## src/rtl/core/apra_pkg.sv

```systemverilog
`timescale 1ns / 1ps

package apra_pkg;

    localparam int DEPTH_DEFAULT = 64;
    localparam int WORD_W = 32;
    localparam int FIELD_W = 7;
    localparam logic [FIELD_W-1:0] CAP_RESET = 7'd64;

    typedef enum logic
    {
        OP_PUSH   = 1'b0,
        OP_REMOVE = 1'b1
    } op_t;

    typedef enum logic
    {
        ST_DONE = 1'b0,
        ST_FULL = 1'b1
    } status_t;

    typedef enum logic [1:0]
    {
        S_IDLE,
        S_PUSH,
        S_SCAN,
        S_FINISH
    } state_t;

    typedef struct packed
    {
        op_t                operation;
        logic signed [31:0] value;
    } item_t;

    typedef struct packed
    {
        status_t            status;
        logic [FIELD_W-1:0] removed_count;
        logic [FIELD_W-1:0] fill_count;
    } result_t;

    typedef struct packed
    {
        logic load;
        logic push;
        logic scan;
        logic finish;
    } ctrl_cmd_t;

    typedef struct packed
    {
        logic scan_done;
        logic out_free;
    } dp_stat_t;

endpackage

```

## src/rtl/core/array_push_remove_all.sv

```systemverilog
`timescale 1ns / 1ps
// A push passes through the S_PUSH and S_FINISH states before its result is registered.
// A remove stays in the S_SCAN state while it compacts the N entries held, then S_FINISH registers its result;
// the compaction reads one entry per cycle and writes back each entry that does not match.
// Throughput: one item at a time; the next input transfer is taken at the clock edge after
// the one that registers the result, even while that result is stalled.
// Reset clears the fill count and sets the capacity to 64; entry contents are not cleared.

module array_push_remove_all
    import apra_pkg::*;
#(
    parameter int DEPTH = DEPTH_DEFAULT
)
(
    input  logic               clk,
    input  logic               rst_n,
    input  logic               item_valid,
    output logic               item_stall,
    input  item_t              item,
    output logic               result_valid,
    input  logic               result_stall,
    output result_t            result,
    input  logic               cfg_valid,
    output logic               cfg_ready,
    input  logic [FIELD_W-1:0] cfg_data
);

    ctrl_cmd_t cmd;
    dp_stat_t  stat;

    assign cfg_ready = 1'b1;

    apra_ctrl u_ctrl
    (
        .clk        (clk),
        .rst_n      (rst_n),
        .item_valid (item_valid),
        .item_op    (item.operation),
        .item_stall (item_stall),
        .stat       (stat),
        .cmd        (cmd)
    );

    apra_dp #(
        .DEPTH (DEPTH)
    ) u_dp
    (
        .clk          (clk),
        .rst_n        (rst_n),
        .item         (item),
        .cfg_valid    (cfg_valid),
        .cfg_data     (cfg_data),
        .cmd          (cmd),
        .stat         (stat),
        .result_valid (result_valid),
        .result_stall (result_stall),
        .result       (result)
    );

endmodule

```

## src/rtl/core/apra_ctrl.sv

```systemverilog
`timescale 1ns / 1ps

module apra_ctrl
    import apra_pkg::*;
(
    input  logic       clk,
    input  logic       rst_n,
    input  logic       item_valid,
    input  op_t        item_op,
    output logic       item_stall,
    input  dp_stat_t   stat,
    output ctrl_cmd_t  cmd
);

    state_t state_reg;
    state_t state_next;

    always_ff @(posedge clk or negedge rst_n)
    begin
        if (!rst_n)
        begin
            state_reg <= S_IDLE;
        end
        else
        begin
            state_reg <= state_next;
        end
    end

    always_comb
    begin
        state_next = state_reg;
        cmd        = '0;
        item_stall = 1'b1;
        case (state_reg)
            S_IDLE:
            begin
                item_stall = 1'b0;
                if (item_valid)
                begin
                    cmd.load   = 1'b1;
                    state_next = (item_op == OP_PUSH) ? S_PUSH : S_SCAN;
                end
            end
            S_PUSH:
            begin
                cmd.push   = 1'b1;
                state_next = S_FINISH;
            end
            S_SCAN:
            begin
                cmd.scan = 1'b1;
                if (stat.scan_done)
                begin
                    state_next = S_FINISH;
                end
            end
            S_FINISH:
            begin
                if (stat.out_free)
                begin
                    cmd.finish = 1'b1;
                    state_next = S_IDLE;
                end
            end
            default:
            begin
                state_next = S_IDLE;
            end
        endcase
    end

`ifndef SYNTH
    a_finish_to_idle: assert property (@(posedge clk) disable iff (!rst_n)
        (state_reg == S_FINISH && stat.out_free) |=> (state_reg == S_IDLE))
        else $error("Controller did not return to idle after the result transfer.");
`endif

endmodule

```

## src/rtl/core/apra_dp.sv

```systemverilog
`timescale 1ns / 1ps

module apra_dp
    import apra_pkg::*;
#(
    parameter int DEPTH = DEPTH_DEFAULT
)
(
    input  logic               clk,
    input  logic               rst_n,
    input  item_t              item,
    input  logic               cfg_valid,
    input  logic [FIELD_W-1:0] cfg_data,
    input  ctrl_cmd_t          cmd,
    output dp_stat_t           stat,
    output logic               result_valid,
    input  logic               result_stall,
    output result_t            result
);

    localparam int AW = $clog2(DEPTH);
    localparam int CW = $clog2(DEPTH + 1);

    logic [WORD_W-1:0]  mem [DEPTH];

    logic [FIELD_W-1:0] capacity_reg;
    logic [CW-1:0]      count_reg;
    logic [CW-1:0]      count_next;
    logic [CW-1:0]      rd_reg;
    logic [CW-1:0]      wr_reg;
    logic [CW-1:0]      removed_reg;
    logic               pend_reg;
    op_t                op_reg;
    logic [WORD_W-1:0]  val_reg;
    logic [WORD_W-1:0]  rdata_reg;
    logic               fail_reg;
    logic               out_valid_reg;
    result_t            out_reg;

    logic               full;
    logic               rd_more;
    logic               match;
    logic               mem_we;
    logic [AW-1:0]      mem_waddr;

    assign full    = (32'(count_reg) >= 32'(capacity_reg)) || (32'(count_reg) == 32'(DEPTH));
    assign rd_more = (rd_reg != count_reg);
    assign match   = (rdata_reg == val_reg);

    assign stat.scan_done = !rd_more && !pend_reg;
    assign stat.out_free  = !out_valid_reg || !result_stall;

    always_comb
    begin
        mem_we    = 1'b0;
        mem_waddr = count_reg[AW-1:0];
        if (cmd.push && !full)
        begin
            mem_we = 1'b1;
        end
        else if (cmd.scan && pend_reg && !match)
        begin
            mem_we    = 1'b1;
            mem_waddr = wr_reg[AW-1:0];
        end
    end

    always_comb
    begin
        if (op_reg == OP_REMOVE)
        begin
            count_next = wr_reg;
        end
        else if (fail_reg)
        begin
            count_next = count_reg;
        end
        else
        begin
            count_next = count_reg + CW'(1);
        end
    end

    always_ff @(posedge clk)
    begin
        if (mem_we)
        begin
            mem[mem_waddr] <= cmd.push ? val_reg : rdata_reg;
        end
        if (cmd.scan && rd_more)
        begin
            rdata_reg <= mem[rd_reg[AW-1:0]];
        end
    end

    always_ff @(posedge clk)
    begin
        if (cmd.load)
        begin
            op_reg  <= item.operation;
            val_reg <= item.value;
        end
        if (cmd.push)
        begin
            fail_reg <= full;
        end
        if (cmd.finish)
        begin
            out_reg.status        <= (op_reg == OP_PUSH && fail_reg) ? ST_FULL : ST_DONE;
            out_reg.removed_count <= (op_reg == OP_REMOVE) ? FIELD_W'(removed_reg) : '0;
            out_reg.fill_count    <= FIELD_W'(count_next);
        end
    end

    always_ff @(posedge clk or negedge rst_n)
    begin
        if (!rst_n)
        begin
            capacity_reg  <= CAP_RESET;
            count_reg     <= '0;
            rd_reg        <= '0;
            wr_reg        <= '0;
            removed_reg   <= '0;
            pend_reg      <= 1'b0;
            out_valid_reg <= 1'b0;
        end
        else
        begin
            if (cfg_valid)
            begin
                capacity_reg <= cfg_data;
            end
            if (cmd.load)
            begin
                rd_reg      <= '0;
                wr_reg      <= '0;
                removed_reg <= '0;
                pend_reg    <= 1'b0;
            end
            else if (cmd.scan)
            begin
                pend_reg <= rd_more;
                if (rd_more)
                begin
                    rd_reg <= rd_reg + CW'(1);
                end
                if (pend_reg)
                begin
                    if (match)
                    begin
                        removed_reg <= removed_reg + CW'(1);
                    end
                    else
                    begin
                        wr_reg <= wr_reg + CW'(1);
                    end
                end
            end
            if (cmd.finish)
            begin
                count_reg     <= count_next;
                out_valid_reg <= 1'b1;
            end
            else if (!result_stall)
            begin
                out_valid_reg <= 1'b0;
            end
        end
    end

    assign result_valid = out_valid_reg;
    assign result       = out_reg;

`ifndef SYNTH
    a_count_bound: assert property (@(posedge clk) disable iff (!rst_n)
        32'(count_reg) <= 32'(DEPTH))
        else $error("Fill count exceeds the array depth.");

    a_scan_balance: assert property (@(posedge clk) disable iff (!rst_n)
        (32'(removed_reg) + 32'(wr_reg) + 32'(pend_reg)) == 32'(rd_reg))
        else $error("Scan counters are out of balance.");

    a_wr_behind_rd: assert property (@(posedge clk) disable iff (!rst_n)
        wr_reg <= rd_reg)
        else $error("Compaction write index passed the read index.");
`endif

endmodule
```

## config.mk

```make
export PLATFORM = sky130hd
export DESIGN_NAME = array_push_remove_all
export DESIGN_NICKNAME = d
export VERILOG_FILES = /design/src/rtl/core/apra_pkg.sv /design/src/rtl/core/array_push_remove_all.sv /design/src/rtl/core/apra_ctrl.sv /design/src/rtl/core/apra_dp.sv
export SDC_FILE = /design/constraint.sdc
export NUM_CORES = 2
export LEC_CHECK = 0
export BUFFER_PORTS_ARGS = -buffer_cell sky130_fd_sc_hd__buf_2
export CAP_MARGIN = 20
export CELL_PAD_IN_SITES_DETAIL_PLACEMENT = 1
export CELL_PAD_IN_SITES_GLOBAL_PLACEMENT = 1
export CORE_ASPECT_RATIO = 0.7
export CORE_MARGIN = 1
export CORE_UTILIZATION = 25
export CTS_CLUSTER_SIZE = 30
export DETAILED_ROUTE_END_ITERATION = 10
export PLACE_DENSITY_LB_ADDON = 0.1
export SYNTH_ARGS = -nofsm -noshare
export SYNTH_HDL_FRONTEND = slang
export SYNTH_HIERARCHICAL = 1
export SYNTH_SLANG_ARGS = --single-unit
```

## constraint.sdc

```tcl
create_clock -name clk -period 5.25 [get_ports clk]
set_input_delay 0.525 -clock clk [delete_from_list [all_inputs] [get_ports clk]]
set_output_delay 0.525 -clock clk [all_outputs]
set_load 0.01 [all_outputs]
```

After elaboration in Yosys (flattened, before gate mapping) --
Memory sizes are Yosys's and may differ from the RTL's. A register that Yosys moved wholly into a read port is not among the register bits. Index checks and enable logic that the tools add are counted.
Storage, ports and cells: bits in registers 88, RAM bits 2048, input bits 45, output and inout bits 18, word-level logic and storage cells 92, memories 1
Operators by class: add/subtract/negate cells 4, magnitude comparators 1, eq/ne operators 11, muxes and demuxes 37, bitwise gates (word level) 1, reduce and logical (&&, ||, !) cells 23
Memories:
- u_dp.mem | depth 64, bits a word 32, rd ports 1, clocked after Yosys merged registers in 1, wr ports 1, line apra_dp.sv:24 | logic [WORD_W-1:0] mem [DEPTH];
Operators with widths (number):
- 7-bit 2-to-1 mux | 13
- 32-bit == test | 1
- 32-bit 2-to-1 mux | 1
- 7-bit by 1-bit adder with 7-bit output (second input constant) | 4
- 1-bit 2-to-1 mux | 16
- 6-bit 2-to-1 mux | 2
- 3-bit AND reduction | 3
- 2-bit 2-to-1 mux | 4
- 2-bit != test (second input constant) | 4
- 2-bit one-hot mux with 4 select lines | 1
- 2-bit nonzero test | 4
- 7-bit == test (second input constant) | 1
- 7-bit greater-or-equal comparator | 1
- 7-bit != test | 1
- 1-bit logical AND | 6
- 1-bit logical NOT | 6
- 2-bit == test (second input constant) | 2
- 2-bit by 1-bit == test with 1-bit output (second input constant) | 1
- 2-bit logical NOT | 1
- 1-bit logical OR | 2
- 2-bit by 1-bit != test with 1-bit output (second input constant) | 1
- 2-bit AND reduction | 1
- 1-bit NOT | 1

Depth between registers and ports, before layout --
depth in word-level cells 8, depth in mapped cells 11, gate-level depth less buffers 8

Cells and area by module --
Netlist, hierarchy kept.
Modules (own cells, without submodules):
- apra_dp | times used 1, cells each 3817, area an instance 83465.0 um^2, sequential area each 64858.5 um^2
- apra_ctrl | times used 1, cells each 21, area an instance 195.2 um^2, sequential area each 50.0 um^2
- array_push_remove_all | times used 1, cells each 2, area an instance 11.3 um^2, sequential area each 0.0 um^2

Worst setup path after synthesis --
OpenSTA, ideal clock, no wires.
path type register to register, start point register u_dp.count_reg[0], end point memory u_dp.mem[10][0], enable pin, setup time 0.472 ns, arrival time 4.676 ns, required time 4.778 ns, setup slack 0.102 ns, stages on the path, launching flop included 12, buffers on the path 3, clock period less this slack 5.148 ns, cells stage by stage dfrtp_1 clkbuf_1 inv_1 ha_1 nand2b_1 a31oi_2 or2_2 buf_2 nand3_2 nand3_1 buf_2 o32ai_1
On the way: cells in the longest elaborated chain, start to end 7, elaborated cells on any way between the ends 10, those cells by class order compare (1); eq/ne (1); mux (5); reduce/logical (3)
Ends and longest elaborated chain:
- from (decl) | line apra_dp.sv:27 | logic [CW-1:0] count_reg;
- from (signal assigned) | line apra_dp.sv:161 | count_reg <= count_next;
- 7-bit greater-or-equal comparator / 7-bit == test (equally long branches) | line apra_dp.sv:46 | assign full = (32'(count_reg) >= 32'(capacity_reg)) || (32'(count_reg) == 32'(DEPTH));
- 1-bit logical OR | line apra_dp.sv:46
- 1-bit logical NOT | line apra_dp.sv:57 | if (cmd.push && !full)
- 1-bit logical AND | line apra_dp.sv:57
- 1-bit 2-to-1 mux | line apra_dp.sv:57
- 1-bit 2-to-1 mux | line apra_dp.sv:86 | if (mem_we)
- 1-bit 2-to-1 mux | line apra_dp.sv:88 | mem[mem_waddr] <= cmd.push ? val_reg : rdata_reg;
- to (decl) | line apra_dp.sv:24
Several ways; a longest one is shown, not always the timed one.

Worst setup path after layout --
start point register u_dp.count_reg[6], end point memory u_dp.mem[50][17], enable pin
On the way: cells in the longest elaborated chain, start to end 7, elaborated cells on any way between the ends 9, those cells by class order compare (1); eq/ne (1); mux (4); reduce/logical (3)
Ends and longest elaborated chain (line):
- 7-bit greater-or-equal comparator / 7-bit == test (equally long branches) | apra_dp.sv:46
- 1-bit logical OR (*) | apra_dp.sv:46
- 1-bit logical NOT (*) | apra_dp.sv:57
- 1-bit logical AND (*) | apra_dp.sv:57
- 1-bit 2-to-1 mux | apra_dp.sv:57
- 1-bit 2-to-1 mux | apra_dp.sv:86
- 1-bit 2-to-1 mux | apra_dp.sv:88
Every way passes the cells marked *; elsewhere a longest branch is shown, timed or not.

==> flow_results.org <==
** Outcome
- The flow ran to the end, and the final reports show no timing, DRC or antenna violations.

** Timing
- Setup repair after global routing missed its margin :: no
- Final number of max-transition violations :: 0
- Setup skew after layout :: 0.0417 ns
- Timing would allow up to 0.227 GHz.
- Measured against its own limit, the worst slew margin works out to 22.5%.
- At the pin with the least slew margin, the transition time is 1.16 ns.
- The number of failing hold endpoints at the final stage was 0.
- Dividing the final minimum period by the clock period gives 84.1%.
- The worst path in the final design needs a cycle of 4.41 ns, including I/O delays and setup.
- Setup Total Neg Slack :: 0 ns
- Final setup viols :: 0

** Cells and area
- After filler insertion, the fill cell instance count of the layout stands at 33300.
- Design area :: 0.0997 mm^2
- Layout cell share with drive strength beyond 1 :: 28.0%
- Area added between synthesis and finish :: 19.2%
- The multi-input combinational cells in the finished layout cover a total of 0.0189 mm^2.
- The final layout contains 4226 nets.
- The sequential cells in the finished layout cover a total of 0.0649 mm^2.
- The register with the most flip-flops in the layout has 2048 of them.

** Synthesis
- In this run, synthesis inferred 2129 flip-flops with an integrated enable.
- After synthesis the cells add up to 0.0837 mm^2.
- Most common flop cell mapped by yosys :: sky130_fd_sc_hd__edfxtp_1
- Synthesis produced 3840 cells.
- By instance count, the leading cell after synthesis is sky130_fd_sc_hd__edfxtp_1.
- In this run, distinct cell masters in the synthesized netlist total 66.
- In this run, synthesis produced a sequential element count of 2168.
- Of all flip-flops after synthesis, the portion carrying an async set or reset was 1.80%.
- Of all cell types, the one taking the most synthesized area is sky130_fd_sc_hd__edfxtp_1.
- The number of nets handed over by synthesis was 3902.
- Of the synthesized area, sequential elements account for 77.6%.
- Yosys warnings :: 6
- Top cells by count, synth :: sky130_fd_sc_hd__edfxtp_1 (2129), sky130_fd_sc_hd__mux4_2 (512), sky130_fd_sc_hd__a22oi_1 (320)
- Area contributors post-synth :: sky130_fd_sc_hd__edfxtp_1 (76%), sky130_fd_sc_hd__mux4_2 (14%), sky130_fd_sc_hd__a22oi_1 (2.9%)
- Share of the synthesized area in the top cell type :: 76.4%
- Post-synthesis area per instance :: 21.8 um^2

** CTS
- The root buffer cell chosen for the clock tree is sky130_fd_sc_hd__clkbuf_16.
- Max Buffers Root-to-Sink :: 4
- TritonCTS built the clock tree.
- Clock-pin slew on the worst setup and hold paths :: 0.06 ns
- Post-CTS timing repair inserted 0 buffers for setup.
- Post-CTS sizing :: 0
- The H-tree was split into 4 levels.
- In this run, CTS created clock tree buffers numbering 230.
- Clock Latency Late Sink :: 0.91 ns
- The clock net in this run drives a total of 2168 sinks.

** Die
- Starting utilization of the core area :: 25.2%
- From left edge to right edge, the die measures 693 um.
- Placeable core area :: 0.333 mm^2
- Row count :: 177
- In this run the vertical extent of the chip is 486 um.
- 63 I/O pins were placed.
- Die ar. :: 0.337 mm^2

** Setup path
- CP Capture Type :: flip-flop
- For the worst setup path, the data required time is 5.77 ns.
- Endpoint arrival time on the critical path :: 4.93 ns
- Worst setup slack for register-to-register paths :: 0.84 ns
- The worst register-to-register path ends at u_dp/mem[50][17]$_DFFE_PP_.
- CP Launch Point :: u_dp/count_reg[6]$_DFFE_PN0P_
- Worst r2r path cells :: 8
- In this run the worst path has a maximum fanout of 32.
- The worst setup path is launched from a flip-flop.
- By startpoint and endpoint, the worst setup path is classified as flip-flop to flip-flop.
- The startpoint identified for the worst register-to-register timing path is u_dp/count_reg[6]$_DFFE_PN0P_.

** GRT
- Initial antenna violation count :: 46
- The first global-routing pass estimated 393 mm of wire.
- Global routing used 17.0% of the available tracks across all layers.
- The number of global-route vias before repair is 42700.
- The total overflow left after global routing is 0.
- Largest net degree at the start of global routing :: 80

** Min path
- Startpoint of the lowest-slack hold path :: cfg_valid
- HP Class :: input pin to flip-flop
- Hold EP :: u_dp/capacity_reg[4]$_DFFE_PN0P_
- Along the worst hold path, the cell count comes to 2.

** Run
- Max cap viols :: 0

** Routing
- Remaining number of nets flagged by the antenna check after routing :: 0
- The routed design has 291 mm of wire.
- After detailed routing, the average wire length per cell comes to 33.0 um.
- Remaining design rule violation count :: 0
- Via count :: 42100
- Violation count after the first detailed-route iteration :: 4753
- Via density per instance :: 4.76
- Before antenna repair, the detailed router went through 5 iterations.

** Placed design
- The placed instances occupy a cell area of 0.0921 mm^2.
- The wire-length estimate of the detail-placed layout is 179 mm.
- Count of input and output buffers :: 61
- Routability-driven placement congestion ratio :: 0.878

** Pwr
- Leakage power :: 30.2 nW
- Power density over cell area :: 586 mW/mm^2
- VDD sags by at most 0.483 mV.
==> cells in the final DEF, fill, tap and decap left out, types with 10 or more instances in the layout <==
master / netlist / final
sky130_fd_sc_hd__diode_2: 0 / 27
sky130_fd_sc_hd__buf_2: 65 / 62
sky130_fd_sc_hd__dfrtp_1: 38 / 36
sky130_fd_sc_hd__dlygate4sd3_1: 0 / 43
sky130_fd_sc_hd__nand3_1: 20 / 19
sky130_fd_sc_hd__ha_1: 17 / 16
sky130_fd_sc_hd__edfxtp_1: 2129 / 2129
sky130_fd_sc_hd__o21ai_0: 25 / 22
sky130_fd_sc_hd__bufinv_16: 0 / 14
sky130_fd_sc_hd__clkinv_2: 0 / 32
sky130_fd_sc_hd__buf_4: 1 / 151
sky130_fd_sc_hd__o32ai_4: 0 / 33
sky130_fd_sc_hd__nand4_1: 21 / 21
sky130_fd_sc_hd__buf_12: 0 / 54
sky130_fd_sc_hd__or3_1: 12 / 12
sky130_fd_sc_hd__and2_1: 13 / 11
sky130_fd_sc_hd__clkbuf_16: 0 / 236
sky130_fd_sc_hd__xnor2_1: 35 / 35
sky130_fd_sc_hd__mux2_4: 0 / 21
sky130_fd_sc_hd__inv_1: 17 / 17
sky130_fd_sc_hd__mux2_2: 39 / 18
sky130_fd_sc_hd__nor2b_1: 14 / 10
sky130_fd_sc_hd__a22oi_1: 320 / 320
sky130_fd_sc_hd__clkinv_1: 1 / 56
sky130_fd_sc_hd__mux4_2: 512 / 512
sky130_fd_sc_hd__clkbuf_1: 136 / 59
sky130_fd_sc_hd__o22ai_4: 0 / 20
sky130_fd_sc_hd__a21oi_1: 11 / 11
sky130_fd_sc_hd__xor2_1: 18 / 18
sky130_fd_sc_hd__nor2_1: 25 / 22
sky130_fd_sc_hd__nand2_1: 204 / 204
==> logic make-up (layout without fill, tap and decap cells) <==
logic type               count (synthesis)  in the layout  synth area share [%]
multiplexers                           556            556                  14.4
flip-flops                            2168           2168                  77.6
AO/OA/AOI/OAI                          444            444                  3.99
other                                    1             28               0.00448
XOR/XNOR                                53             53                 0.555
buffers and inverters                  243            741                  1.21
adder cells (fa/ha/maj)                 17             17                 0.254
AND/OR/NAND/NOR                        358            358                  2.04
==> worst max-delay path by stage <==
stage,end,slack (ns)
finish,u_dp/mem[50][17]$_DFFE_PP_,0.84
global route,u_dp/mem[35][28]$_DFFE_PP_,0.80
CTS,u_dp/mem[52][10]$_DFFE_PP_,0.99
detailed placement,u_dp/mem[35][28]$_DFFE_PP_,1.01
global placement,u_dp/mem[52][0]$_DFFE_PP_,1.04
floorplan,u_dp/mem[10][0]$_DFFE_PP_,0.10
==> through the flow <==
step           cells  utilization [%]  setup slack (ns)  hold WS, ns  total power, W
3_3_place_gp    8355             27.7              1.04        0.513          0.0430
2_1_floorplan   3840                -             0.102        0.229          0.0328
4_1_cts         8808             29.9             0.986      0.00218          0.0592
3_5_place_dp    8359             27.7              1.01        0.508          0.0432
6_report        8840             30.0             0.836       0.0837          0.0585
5_1_grt         8813             30.0             0.801       0.0453          0.0607
==> power by group <==
part           switching, W  internal, W
Combinational        0.0135      0.00543
Clock               0.00695      0.00889
Sequential         0.000424       0.0233
==> area by class of cell <==
cell class              count  share of cell area [%]
inverters                  18                  0.0678
flip-flops and latches   2168                    65.1
clock inverters           108                   0.857
diodes                     27                  0.0678
repair buffers            317                    3.13
multi-input cells        1429                    19.0
well taps                4475                    5.62
clock buffers             298                    6.19
==> critical path, stage by stage (launching register included) <==
cell and delay, ns:
sky130_fd_sc_hd__dfrtp_1 0.51, sky130_fd_sc_hd__ha_1 0.39, sky130_fd_sc_hd__o2111ai_1 0.41, sky130_fd_sc_hd__or2_2 0.54
sky130_fd_sc_hd__nand3_2 0.38, sky130_fd_sc_hd__nand3_4 0.54, sky130_fd_sc_hd__buf_4 0.39, sky130_fd_sc_hd__o32ai_4 0.24
sky130_fd_sc_hd__buf_4 0.55
==> metal layers <==
metal | track usage (%) | part of all wire, % | up-vias
li1 | - | - | 17100
met1 | 28.9 | 54 | 23600
met2 | 21.7 | 38 | 1177
met3 | 3.29 | 6.2 | 277
met4 | 3.37 | 2.0 | 0
met5 | 0 | 0 | -
==> repair_timing <==
| action | 4_1_cts | 5_1_grt |
|---|---|---|
| hold buffers | 43 | 0 |
| endpoints found under the setup margin | 0 | 0 |
| endpoints found under the hold margin | 80 | 0 |
Note: power is estimated with default switching activity, not from simulation.
